## src/hw/rtl/fcr_pkg.sv

```systemverilog
// shared types and constants for the framed config receiver
// no dependencies
package fcr_pkg;

  localparam int MAX_PAYLOAD_DEF = 32;
  localparam int BYTE_W          = 8;
  localparam int IDX_W           = 6;
  localparam int CNT_W           = 32;
  localparam int LEN_W           = 16;
  localparam int CFG_IDX_W       = 4;
  localparam int DATA_W          = 80;

  typedef enum logic [CFG_IDX_W-1:0] {
    REG_HEADER_FIRST  = 4'd0,
    REG_HEADER_SECOND = 4'd1,
    REG_FOOTER_FIRST  = 4'd2,
    REG_FOOTER_SECOND = 4'd3,
    REG_UPDATE_CODE   = 4'd4,
    REG_UPDATE_LENGTH = 4'd5,
    REG_ACK_CODE      = 4'd6,
    REG_NACK_CODE     = 4'd7
  } reg_idx_t;

  localparam logic [BYTE_W-1:0] HEADER_FIRST_RST  = 8'd170;
  localparam logic [BYTE_W-1:0] HEADER_SECOND_RST = 8'd85;
  localparam logic [BYTE_W-1:0] FOOTER_FIRST_RST  = 8'd13;
  localparam logic [BYTE_W-1:0] FOOTER_SECOND_RST = 8'd10;
  localparam logic [BYTE_W-1:0] UPDATE_CODE_RST   = 8'd1;
  localparam logic [IDX_W-1:0]  UPDATE_LENGTH_RST = 6'd32;
  localparam logic [BYTE_W-1:0] ACK_CODE_RST      = 8'd6;
  localparam logic [BYTE_W-1:0] NACK_CODE_RST     = 8'd21;

  // positions within a response frame
  localparam logic [2:0] RESP_HDR1  = 3'd0;
  localparam logic [2:0] RESP_HDR2  = 3'd1;
  localparam logic [2:0] RESP_CODE  = 3'd2;
  localparam logic [2:0] RESP_FOOT1 = 3'd3;
  localparam logic [2:0] RESP_FOOT2 = 3'd4;

  typedef struct packed {
    logic             load_cmd;
    logic             load_len_lo;
    logic             load_len_hi;
    logic             store_byte;
    logic             load_check;
    logic             inc_err;
    logic             inc_acc;
    logic             rd_en;
    logic             emit_load;
    logic             emit_kind;
    logic             emit_last;
    logic             use_ack;
    logic [IDX_W-1:0] cnt;
  } cmd_t;

  typedef struct packed {
    logic             hdr1_match;
    logic             hdr2_match;
    logic             foot1_match;
    logic             foot2_match;
    logic             len_ok;
    logic             payload_done;
    logic             frame_good;
    logic             out_busy;
    logic [IDX_W-1:0] pay_last;
  } stat_t;

endpackage

```

## src/hw/rtl/fcr_ram.sv

```systemverilog
// generic single write port ram with registered read
// no dependencies
module fcr_ram #(
  parameter int WIDTH = 8,
  parameter int DEPTH = 32
) (
  input  logic                                 clk,
  input  logic                                 we,
  input  logic [(DEPTH > 1 ? $clog2(DEPTH) : 1)-1:0] waddr,
  input  logic [WIDTH-1:0]                     wdata,
  input  logic                                 re,
  input  logic [(DEPTH > 1 ? $clog2(DEPTH) : 1)-1:0] raddr,
  output logic [WIDTH-1:0]                     rdata
);

  logic [WIDTH-1:0] mem [DEPTH];

  always_ff @(posedge clk) begin
    if (we) begin
      mem[waddr] <= wdata;
    end
    if (re) begin
      rdata <= mem[raddr];
    end
  end

endmodule

```

## src/hw/rtl/fcr_ctrl.sv

```systemverilog
// frame parse and response sequencing state machine
// depends on fcr_pkg
module fcr_ctrl (
  input  logic           clk,
  input  logic           rst,
  input  logic           in_valid,
  output logic           in_ready,
  input  fcr_pkg::stat_t stat,
  output fcr_pkg::cmd_t  cmd
);

  typedef enum logic [3:0] {
    P_HDR1, P_HDR2, P_CMD, P_LENL, P_LENH, P_PAY, P_CHECK, P_FOOT1, P_FOOT2,
    E_RD, E_PAY, E_RESP
  } state_t;

  state_t                    state, state_next;
  logic [fcr_pkg::IDX_W-1:0] cnt, cnt_next;
  logic                      use_ack, use_ack_next;
  logic                      fire;

  always_comb begin
    in_ready = (state != E_RD) && (state != E_PAY) && (state != E_RESP);
    fire = in_valid && in_ready;
  end

  always_comb begin
    state_next   = state;
    cnt_next     = cnt;
    use_ack_next = use_ack;
    cmd          = '0;
    cmd.cnt      = cnt;
    cmd.use_ack  = use_ack;
    unique case (state)
      P_HDR1: begin
        if (fire && stat.hdr1_match) state_next = P_HDR2;
      end
      P_HDR2: begin
        if (fire) state_next = stat.hdr2_match ? P_CMD : P_HDR1;
      end
      P_CMD: begin
        if (fire) begin
          cmd.load_cmd = 1'b1;
          state_next = P_LENL;
        end
      end
      P_LENL: begin
        if (fire) begin
          cmd.load_len_lo = 1'b1;
          state_next = P_LENH;
        end
      end
      P_LENH: begin
        if (fire) begin
          cmd.load_len_hi = 1'b1;
          if (stat.len_ok) begin
            state_next = P_PAY;
          end else begin
            cmd.inc_err = 1'b1;
            state_next = P_HDR1;
          end
        end
      end
      P_PAY: begin
        if (fire) begin
          cmd.store_byte = 1'b1;
          if (stat.payload_done) state_next = P_CHECK;
        end
      end
      P_CHECK: begin
        if (fire) begin
          cmd.load_check = 1'b1;
          state_next = P_FOOT1;
        end
      end
      P_FOOT1: begin
        if (fire) begin
          if (stat.foot1_match) begin
            state_next = P_FOOT2;
          end else begin
            cmd.inc_err = 1'b1;
            state_next = P_HDR1;
          end
        end
      end
      P_FOOT2: begin
        if (fire) begin
          cnt_next = '0;
          if (!stat.foot2_match) begin
            cmd.inc_err = 1'b1;
            state_next = P_HDR1;
          end else if (stat.frame_good) begin
            cmd.inc_acc = 1'b1;
            use_ack_next = 1'b1;
            state_next = E_RD;
          end else begin
            cmd.inc_err = 1'b1;
            use_ack_next = 1'b0;
            state_next = E_RESP;
          end
        end
      end
      E_RD: begin
        cmd.rd_en = 1'b1;
        state_next = E_PAY;
      end
      E_PAY: begin
        if (!stat.out_busy) begin
          cmd.emit_load = 1'b1;
          cmd.emit_kind = 1'b1;
          if (cnt == stat.pay_last) begin
            cnt_next = '0;
            state_next = E_RESP;
          end else begin
            cnt_next = cnt + 1'b1;
            state_next = E_RD;
          end
        end
      end
      E_RESP: begin
        if (!stat.out_busy) begin
          cmd.emit_load = 1'b1;
          if (cnt[2:0] == fcr_pkg::RESP_FOOT2) begin
            cmd.emit_last = 1'b1;
            state_next = P_HDR1;
          end else begin
            cnt_next = cnt + 1'b1;
          end
        end
      end
      default: state_next = P_HDR1;
    endcase
  end

  always_ff @(posedge clk) begin
    if (rst) begin
      state   <= P_HDR1;
      cnt     <= '0;
      use_ack <= 1'b0;
    end else begin
      state   <= state_next;
      cnt     <= cnt_next;
      use_ack <= use_ack_next;
    end
  end

endmodule

```

## src/hw/rtl/fcr_dpath.sv

```systemverilog
// config registers, frame fields, payload store, counters and output register
// depends on fcr_pkg and fcr_ram
module fcr_dpath #(
  parameter int MAX_PAYLOAD = fcr_pkg::MAX_PAYLOAD_DEF
) (
  input  logic                          clk,
  input  logic                          rst,
  input  logic                          cfg_fire,
  input  logic [fcr_pkg::CFG_IDX_W-1:0] cfg_index,
  input  logic [fcr_pkg::BYTE_W-1:0]    cfg_data,
  input  logic [fcr_pkg::BYTE_W-1:0]    in_byte,
  input  fcr_pkg::cmd_t                 cmd,
  output fcr_pkg::stat_t                stat,
  input  logic                          out_ready,
  output logic                          out_valid,
  output logic                          out_kind,
  output logic                          out_last,
  output logic [fcr_pkg::DATA_W-1:0]    out_data
);

  localparam int AW = (MAX_PAYLOAD > 1) ? $clog2(MAX_PAYLOAD) : 1;
  localparam int FW = $clog2(MAX_PAYLOAD + 1);

  logic [fcr_pkg::BYTE_W-1:0] header_first, header_second, footer_first, footer_second;
  logic [fcr_pkg::BYTE_W-1:0] update_code, ack_code, nack_code;
  logic [fcr_pkg::IDX_W-1:0]  update_length;

  logic [fcr_pkg::BYTE_W-1:0] frame_command, received_check, running_xor;
  logic [fcr_pkg::LEN_W-1:0]  frame_length, len_full;
  logic [FW-1:0]              fill_index;
  logic [FW:0]                fill_inc;
  logic [fcr_pkg::CNT_W-1:0]  accepted_count, error_count;
  logic [fcr_pkg::BYTE_W-1:0] rd_data, emit_byte;

  logic [fcr_pkg::BYTE_W-1:0] out_byte;
  logic [fcr_pkg::IDX_W-1:0]  out_idx;
  logic [fcr_pkg::CNT_W-1:0]  out_acc, out_err;

  fcr_ram #(
    .WIDTH(fcr_pkg::BYTE_W),
    .DEPTH(MAX_PAYLOAD)
  ) u_store (
    .clk  (clk),
    .we   (cmd.store_byte),
    .waddr(fill_index[AW-1:0]),
    .wdata(in_byte),
    .re   (cmd.rd_en),
    .raddr(cmd.cnt[AW-1:0]),
    .rdata(rd_data)
  );

  always_comb begin
    len_full = {in_byte, frame_length[7:0]};
    fill_inc = {1'b0, fill_index} + 1'b1;
    stat.hdr1_match   = (in_byte == header_first);
    stat.hdr2_match   = (in_byte == header_second);
    stat.foot1_match  = (in_byte == footer_first);
    stat.foot2_match  = (in_byte == footer_second);
    stat.len_ok       = (len_full != '0) &&
                        (len_full <= fcr_pkg::LEN_W'(MAX_PAYLOAD));
    stat.payload_done = (fcr_pkg::LEN_W'(fill_inc) >= frame_length) ||
                        (fill_inc >= (FW + 1)'(MAX_PAYLOAD));
    stat.frame_good   = (running_xor == received_check) &&
                        (frame_command == update_code) &&
                        (frame_length == fcr_pkg::LEN_W'(update_length)) &&
                        (frame_length <= fcr_pkg::LEN_W'(MAX_PAYLOAD));
    stat.out_busy     = out_valid && !out_ready;
    stat.pay_last     = frame_length[fcr_pkg::IDX_W-1:0] - 1'b1;
  end

  always_comb begin
    if (cmd.emit_kind) begin
      emit_byte = rd_data;
    end else begin
      case (cmd.cnt[2:0])
        fcr_pkg::RESP_HDR1:  emit_byte = header_first;
        fcr_pkg::RESP_HDR2:  emit_byte = header_second;
        fcr_pkg::RESP_CODE:  emit_byte = cmd.use_ack ? ack_code : nack_code;
        fcr_pkg::RESP_FOOT1: emit_byte = footer_first;
        default:             emit_byte = footer_second;
      endcase
    end
  end

  always_ff @(posedge clk) begin
    if (rst) begin
      header_first   <= fcr_pkg::HEADER_FIRST_RST;
      header_second  <= fcr_pkg::HEADER_SECOND_RST;
      footer_first   <= fcr_pkg::FOOTER_FIRST_RST;
      footer_second  <= fcr_pkg::FOOTER_SECOND_RST;
      update_code    <= fcr_pkg::UPDATE_CODE_RST;
      update_length  <= fcr_pkg::UPDATE_LENGTH_RST;
      ack_code       <= fcr_pkg::ACK_CODE_RST;
      nack_code      <= fcr_pkg::NACK_CODE_RST;
    end else if (cfg_fire) begin
      unique case (cfg_index)
        fcr_pkg::REG_HEADER_FIRST:  header_first  <= cfg_data;
        fcr_pkg::REG_HEADER_SECOND: header_second <= cfg_data;
        fcr_pkg::REG_FOOTER_FIRST:  footer_first  <= cfg_data;
        fcr_pkg::REG_FOOTER_SECOND: footer_second <= cfg_data;
        fcr_pkg::REG_UPDATE_CODE:   update_code   <= cfg_data;
        fcr_pkg::REG_UPDATE_LENGTH: update_length <= cfg_data[fcr_pkg::IDX_W-1:0];
        fcr_pkg::REG_ACK_CODE:      ack_code      <= cfg_data;
        fcr_pkg::REG_NACK_CODE:     nack_code     <= cfg_data;
        default: ;
      endcase
    end
  end

  always_ff @(posedge clk) begin
    if (rst) begin
      frame_command  <= '0;
      frame_length   <= '0;
      fill_index     <= '0;
      received_check <= '0;
      running_xor    <= '0;
      accepted_count <= '0;
      error_count    <= '0;
      out_valid      <= 1'b0;
    end else begin
      if (cmd.load_cmd) frame_command <= in_byte;
      if (cmd.load_len_lo) frame_length <= {8'd0, in_byte};
      if (cmd.load_len_hi) begin
        frame_length <= len_full;
        fill_index   <= '0;
        running_xor  <= '0;
      end
      if (cmd.store_byte) begin
        fill_index  <= fill_inc[FW-1:0];
        running_xor <= running_xor ^ in_byte;
      end
      if (cmd.load_check) received_check <= in_byte;
      if (cmd.inc_err) error_count <= error_count + 1'b1;
      if (cmd.inc_acc) accepted_count <= accepted_count + 1'b1;
      if (cmd.emit_load) begin
        out_valid <= 1'b1;
      end else if (out_ready) begin
        out_valid <= 1'b0;
      end
    end
  end

  always_ff @(posedge clk) begin
    if (cmd.emit_load) begin
      out_kind <= cmd.emit_kind;
      out_last <= cmd.emit_last;
      out_byte <= emit_byte;
      out_idx  <= cmd.cnt;
      out_acc  <= accepted_count;
      out_err  <= error_count;
    end
  end

  assign out_data = {2'b00, out_err, out_acc, out_idx, out_byte};

endmodule

```

## src/hw/rtl/framed_config_receiver.sv

```systemverilog
// top level of the framed config receiver: byte stream in, response and config beats out
// depends on fcr_pkg, fcr_ctrl, fcr_dpath, fcr_ram
// input beats are taken back to back; after an update's last footer beat each payload byte is
// read from the store, then emitted; response beats then go one per cycle unless the output
// stalls (a nack sends just the response); no input is taken while results are sequenced
// synchronous active-high reset restores register defaults and clears counts and parse state
module framed_config_receiver #(
  parameter int MAX_PAYLOAD = fcr_pkg::MAX_PAYLOAD_DEF
) (
  input  logic                          clk,
  input  logic                          rst,
  input  logic                          s_axis_tvalid,
  output logic                          s_axis_tready,
  input  logic [7:0]                    s_axis_tdata,   // rx_data
  output logic                          m_axis_tvalid,
  input  logic                          m_axis_tready,
  // out_byte, byte_index, frames_accepted, errors_seen, zero pad
  output logic [fcr_pkg::DATA_W-1:0]    m_axis_tdata,
  output logic                          m_axis_tlast,
  output logic                          m_axis_tuser,   // kind
  input  logic                          cfg_valid,
  output logic                          cfg_ready,
  input  logic [fcr_pkg::CFG_IDX_W-1:0] cfg_index,
  input  logic [fcr_pkg::BYTE_W-1:0]    cfg_data
);

  fcr_pkg::cmd_t  cmd;
  fcr_pkg::stat_t stat;

  assign cfg_ready = 1'b1;

  fcr_ctrl u_ctrl (
    .clk     (clk),
    .rst     (rst),
    .in_valid(s_axis_tvalid),
    .in_ready(s_axis_tready),
    .stat    (stat),
    .cmd     (cmd)
  );

  fcr_dpath #(
    .MAX_PAYLOAD(MAX_PAYLOAD)
  ) u_dpath (
    .clk      (clk),
    .rst      (rst),
    .cfg_fire (cfg_valid && cfg_ready),
    .cfg_index(cfg_index),
    .cfg_data (cfg_data),
    .in_byte  (s_axis_tdata),
    .cmd      (cmd),
    .stat     (stat),
    .out_ready(m_axis_tready),
    .out_valid(m_axis_tvalid),
    .out_kind (m_axis_tuser),
    .out_last (m_axis_tlast),
    .out_data (m_axis_tdata)
  );

endmodule

```

## config.mk

```make
export PLATFORM = sky130hd
export DESIGN_NAME = framed_config_receiver
export DESIGN_NICKNAME = d
export VERILOG_FILES = /design/src/hw/rtl/fcr_pkg.sv /design/src/hw/rtl/fcr_ram.sv /design/src/hw/rtl/fcr_ctrl.sv /design/src/hw/rtl/fcr_dpath.sv /design/src/hw/rtl/framed_config_receiver.sv
export SDC_FILE = /design/constraint.sdc
export NUM_CORES = 1
export LEC_CHECK = 0
export BUFFER_PORTS_ARGS = -buffer_cell sky130_fd_sc_hd__clkbuf_2
export CORE_MARGIN = 2
export CORE_UTILIZATION = 40
export CTS_CLUSTER_DIAMETER = 40
export DETAILED_ROUTE_END_ITERATION = 8
export GPL_TIMING_DRIVEN = 0
export PLACE_DENSITY = 0.67
export SYNTH_ARGS = -nofsm -noshare
export SYNTH_HDL_FRONTEND = slang
export SYNTH_SLANG_ARGS = --single-unit
```

## constraint.sdc

```tcl
create_clock -name clk -period 7.1 [get_ports clk]
set_input_delay 1.065 -clock clk [delete_from_list [all_inputs] [get_ports clk]]
set_output_delay 1.065 -clock clk [all_outputs]
set_load 0.01 [all_outputs]
```

==> flow_summary_export.csv, run 1 <==
group,metric,value,unit
sta,slew_headroom,0.0661,
finish,mostFrequentLayoutCells,"edfxtp_1, nor2_1, dfxtp_1",
global_route,grtUsageTotal,0.190,
clock_network,cts_tree,"done",
route,drc_errors,0,
worst_setup_path,crit_path_end_kind,"flip-flop",
clock_network,cts.sinks,528,
power_and_ir_drop,leakage,8.48,nW
floorplan,io_pins,110,
floorplan,die_h,238,microns
clock_network,cts_buffers,75,
sta,hold_ws,0.468,ns
global_route,grt_max_degree,39,
worst_setup_path,r2r_slack,2.43,ns
run,maxCapViolations,0,
synthesis,synth-async-reset-ratio,0,
route,ant_nets,0,
hold_path,hold_path_class,"reg -> reg",
worst_setup_path,required,7.51,ns
place,dp_hpwl,36.2,mm
sta,min_period_over_period,0.658,
power_and_ir_drop,pwr_density_cell,271,nW/um^2
place,routabilityCongestion,0.901,
sta,rsz0062_at_grt,"no",
route,drt_wl_total,53.6,mm
synthesis,netlist_area,22000,sq um
clock_network,htreeDepth,3,
sta,post-route-min-period,4.67,ns
clock_network,clkSlewWorstSetupHoldPaths,0.05,ns
worst_setup_path,worstSetupPathType,"reg -> reg",
place,port_buffers,103,
finish,syn2layout_area_growth,17.7,%
finish,layout_commonest_cell,"edfxtp_1",
clock_network,ctsHoldBuffers,0,
route,route.vias.total,14200,
sta,fmax,0.214,GHz
status,status,"complete, no violations",
global_route,antenna_found_initial,1,
global_route,grt_pass1_vias,14100,
global_route,grt_pass1_wl,82.2,mm
synthesis,avgSynthCellArea,13.5,sq um
route,first_iter_violations,1291,
synthesis,synth_edf_count,344,
synthesis,ys.warnings.count,0,
floorplan,row_count,85,
clock_network,cts_root_buffer,"clkbuf_16",
route,avgViaCountPerCell,5.54,
synthesis,ys_ff_latch,528,
route,first_pass_iters,6,
finish,fill_cells,4620,
finish,fin_nets,1858,
sta,setup_viol,0,
sta,worst_pin_slew,1.40,ns
sta,finalHoldViolations,0,
synthesis,ys_seq_area_frac,0.637,
worst_setup_path,crit_arrival,5.08,ns
synthesis,yosysUniqueCellTypes,64,
sta,slew_viol_final,0,
floorplan,start_util,0.406,
floorplan,die-width,238,microns
global_route,grt_overflow_total,0,
clock_network,clock_path_buffers,3,
power_and_ir_drop,ir_worst_vdd,0.000234,V
clock_network,clk_latency,0.62,ns
route,wl_per_cell,20.8,microns
sta,tns,0,ns
worst_setup_path,crit_path_start_kind,"flip-flop",
synthesis,synth_cells,1630,
finish,drive_gt1_frac,0.187,
worst_setup_path,path_max_fanout,10,
sta,skew,0.0300,ns
floorplan,coreArea,54100,sq um
clock_network,cts_resized,0,
synthesis,synthFlopType,"edfxtp_1",
floorplan,die_area,56900,sq um
clock_network,post_cts_buffers,0,
-- registers in the layout, indices dropped and copies added, names as in the netlist, 8 cells and up --
signal,count
u_dpath.error_count,32
u_dpath.out_err,32
u_dpath.update_code,8
u_dpath.received_check,8
u_dpath.u_store.mem,256
u_dpath.footer_second,8
u_dpath.u_store.rdata,8
u_dpath.accepted_count,32
u_dpath.frame_command,8
u_dpath.out_byte,8
u_dpath.nack_code,8
u_dpath.header_first,8
u_dpath.header_second,8
u_dpath.ack_code,8
u_dpath.out_acc,32
u_dpath.frame_length,16
u_dpath.footer_first,8
u_dpath.running_xor,8
-- path summary, 6_finish.rpt --
check | from | to | cells after the start
hold / removal | u_dpath.nack_code[4] | u_dpath.nack_code[4] | 2
hold reg to reg | u_dpath.nack_code[4] | u_dpath.nack_code[4] | 2
setup / recovery | u_ctrl.cnt[1] | u_dpath.out_byte[0] | 10
setup reg to reg | u_ctrl.cnt[1] | u_dpath.out_byte[0] | 10
-- Yosys cell counts (all sizes together) (12+ instances only) --
library cell | n | area [sq um]
and3 | 13 | 81.3
ha | 20 | 250
clkbuf | 65 | 244
dfxtp | 184 | 3680
mux2i | 87 | 871
buf | 27 | 130
nand2 | 95 | 357
mux4 | 80 | 1800
or3 | 33 | 206
inv | 32 | 120
nor2 | 185 | 694
nand3 | 27 | 135
a21oi | 73 | 365
edfxtp | 344 | 10300
o21ai | 55 | 275
xor2 | 44 | 385
xnor2 | 53 | 464
nor4 | 23 | 165
nand4 | 20 | 140
nor3 | 23 | 115
nor2b | 12 | 75.1
-- stage by stage --
stage                     utilization  cell area, sq um  instances  power [mW]  worst slack, ns
after floorplan                     -             22000       1631        3.39             2.12
final                           0.478             25900       2570        7.01             2.43
after global routing            0.478             25900       2569        7.21             2.16
after CTS                       0.478             25900       2569        7.07             2.44
after detailed placement        0.433             23400       2432        3.46             2.39
after global placement          0.432             23400       2430        3.46            0.420
-- per-layer routing --
layer | wire, microns | share of wire | up-vias | GRT usage
met1 | 22200 | 0.41 | 6999 | 0.246
met5 | 0 | 0 | - | 0
li1 | - | - | 6488 | -
met4 | 1590 | 0.030 | 0 | 0.0638
met2 | 25400 | 0.47 | 616 | 0.309
met3 | 4430 | 0.083 | 127 | 0.0506
-- cell families (layout without fill, tap and decap cells) --
logic type,Yosys count,in the layout,synth area share
flops,528,528,0.637
simple gates,487,487,0.109
compound gates,193,193,0.0542
mux,178,178,0.127
buf+inv,125,367,0.0226
xor+xnor,97,97,0.0386
fa+ha+maj,20,20,0.0114
other cells,2,4,0.000341
-- worst max-delay path, stage by stage, from the launching register on --
cell	delay [ns]
dfxtp_1	0.47
clkbuf_1	0.34
clkbuf_1	0.50
clkbuf_1	0.57
inv_1	0.16
ha_1	0.23
nor2b_1	0.12
buf_1	0.26
a2111oi_2	1.25
mux2i_1	0.25
a21oi_1	0.33
-- power by group --
part	leakage [nW]	switching [mW]	internal, mW
Clock	1.18	1.44	2.18
Combinational	2.86	0.0961	0.0310
Sequential	4.45	0.00476	3.27
-- final cells by class --
type	instances	area, sq um	area share
Clock buffer	88	1970	0.0760
Multi-Input combinational cell	978	7490	0.289
Antenna cell	1	2.50	0.0000966
Buffer	92	374	0.0144
Clock inverter	49	492	0.0190
Inverter	33	124	0.00478
Sequential cell	528	14000	0.541
Timing Repair Buffer	105	556	0.0215
Tap cell	696	871	0.0336
Power figures use the tool's default switching activity.
==> run 2: changes to the inputs <==
- clock period: 7.1 -> 4.3 ns (I/O delays scaled with it)
==> flow_summary_export.csv, run 2 (synthesis results as in run 1) <==
group,metric,value,unit
power_and_ir_drop,combPwrFrac,0.018,
finish,mostFrequentLayoutCells,"edfxtp_1, nor2_1, dfxtp_1",
floorplan,start_util,0.406,
clock_network,clkSlewWorstSetupHoldPaths,0.05,ns
power_and_ir_drop,internal_power,9.45,mW
finish,design_area,26100,sq um
sta,slew_viol_final,0,
place,port_buffers,103,
global_route,antenna_found_initial,0,
power_and_ir_drop,leakage,8.60,nW
clock_network,clock_path_buffers,3,
clock_network,clk_latency,0.60,ns
worst_setup_path,crit_arrival,4.35,ns
finish,drive_gt1_frac,0.191,
global_route,grt_pass1_wl,82.2,mm
route,route.vias.total,14100,
finish,register_area,14000,sq um
finish,fill_cells,4671,
route,wl_per_cell,20.8,microns
floorplan,row_count,85,
worst_setup_path,path_max_fanout,10,
power_and_ir_drop,p_seq_frac,0.451,
global_route,grt_overflow_total,0,
floorplan,die-width,238,microns
route,first_iter_violations,1303,
route,drc_errors,0,
worst_setup_path,crit_path_start_kind,"flip-flop",
status,status,"complete, no violations",
floorplan,die_h,238,microns
sta,post-route-min-period,4.05,ns
floorplan,coreArea,54100,sq um
sta,min_period_over_period,0.942,
place,postPlaceCellArea,23400,sq um
finish,fin_nets,1858,
place,routabilityCongestion,0.900,
power_and_ir_drop,ir_worst_vdd,0.000328,V
finish,syn2layout_area_growth,18.6,%
route,drt_wl_total,53.5,mm
sta,finalHoldViolations,0,
sta,rsz0062_at_grt,"no",
route,ant_nets,0,
finish,multi_input_area,7510,sq um
finish,layout_commonest_cell,"edfxtp_1",
run,maxCapViolations,0,
clock_network,cts.sinks,528,
global_route,grt_pass1_vias,13900,
power_and_ir_drop,p_sw,2.52,mW
power_and_ir_drop,clockPowerShare,0.531,
clock_network,cts_root_buffer,"clkbuf_16",
sta,worst_pin_slew,0.994,ns
global_route,grtUsageTotal,0.190,
power_and_ir_drop,pwr_density_cell,459,nW/um^2
floorplan,die_area,56900,sq um
finish,num_antenna_cells,0,
sta,fmax,0.247,GHz
hold_path,hold_depth,2,
clock_network,cts_tree,"done",
worst_setup_path,crit_path_end_kind,"flip-flop",
sta,slew_headroom,0.335,
clock_network,ctsHoldBuffers,0,
place,dp_hpwl,36.1,mm
global_route,grt_max_degree,36,
sta,setup_viol,0,
finish,largest_reg_flops,256,
clock_network,htreeDepth,3,
worst_setup_path,r2r_cells,11,
worst_setup_path,worstSetupPathType,"reg -> reg",
route,first_pass_iters,6,
clock_network,cts_buffers,75,
route,avgViaCountPerCell,5.49,
finish,regMostFlops,"u_dpath.u_store.mem",
power_and_ir_drop,p_sw_frac,0.211,
hold_path,hold_path_class,"reg -> reg",
sta,skew,0.0205,ns
worst_setup_path,required,4.60,ns
sta,hold_ws,0.475,ns
floorplan,io_pins,110,
run 2: cell types whose count changed in the layout (fill, tap and decap cells not counted), sizes merged:
cell	before	now
clkinvlp	9	5
bufinv	4	10
inv	47	49
diode	1	0
clkinv	22	17
clkbuf	256	255
run 2: repair_timing:
action                     4_1_cts  5_1_grt
resized for setup                1        0
setup endpoints to repair        8        8
hold endpoints to repair         0        0
buffers inserted                 0        1
pin swaps                        0        1
run 2: path summary, 6_finish.rpt:
kind / slack [ns] / startpoint / endpoint
min: 0.47 / u_dpath.ack_code[1] / u_dpath.ack_code[1]
max: 0.25 / u_ctrl.cnt[1] / u_dpath.out_byte[0]
max reg2reg: 0.25 / u_ctrl.cnt[1] / u_dpath.out_byte[0]
min reg2reg: 0.47 / u_dpath.ack_code[1] / u_dpath.ack_code[1]
run 2: metal layers:
layer	track usage	routed length, microns	up-vias	share of wire
li1	-	-	6484	-
met1	0.252	22700	6983	0.42
met2	0.311	25600	525	0.48
met3	0.0440	3770	97	0.070
met4	0.0578	1440	0	0.027
met5	0	0	-	0
run 2: cell type report:
cell class | count | share of cell area
inverter | 33 | 0.00475
buffer | 91 | 0.0142
clock inverter | 48 | 0.0235
timing repair buffer | 106 | 0.0223
tap | 696 | 0.0334
multi-input combinational | 978 | 0.288
sequential | 528 | 0.537
clock buffer | 87 | 0.0768
run 2: metrics by stage:
step | setup WS, ns | power, mW | util | instances | setup TNS, ns
global route | 0.0411 | 12.3 | 0.482 | 2567 | 0
detailed placement | -0.300 | 5.71 | 0.433 | 2432 | -2.02
global placement | -0.297 | 5.71 | 0.432 | 2430 | -10.25
CTS | 0.0525 | 12.1 | 0.482 | 2567 | 0
finish | 0.250 | 12.0 | 0.482 | 2567 | 0
floorplan | 0.807 | 5.60 | - | 1631 | 0
run 2: critical path: stages, from the launching register on:
cell      delay, ns
dfxtp_1        0.47
clkbuf_1       0.35
clkbuf_1       0.51
clkbuf_1       0.52
inv_1          0.13
ha_1           0.22
nor2b_1        0.12
buf_1          0.26
a222oi_1       0.57
o21ai_0        0.19
mux2i_1        0.24
a21oi_1        0.17
run 2: power groups by stage:
stage	sequential, mW	clock (mW)	combinational, mW
after CTS	5.40	6.44	0.209
after detailed placement	5.50	0	0.208
after global routing	5.40	6.67	0.225
final	5.40	6.36	0.210
after global placement	5.50	0	0.202
after floorplan	5.50	0	0.0978
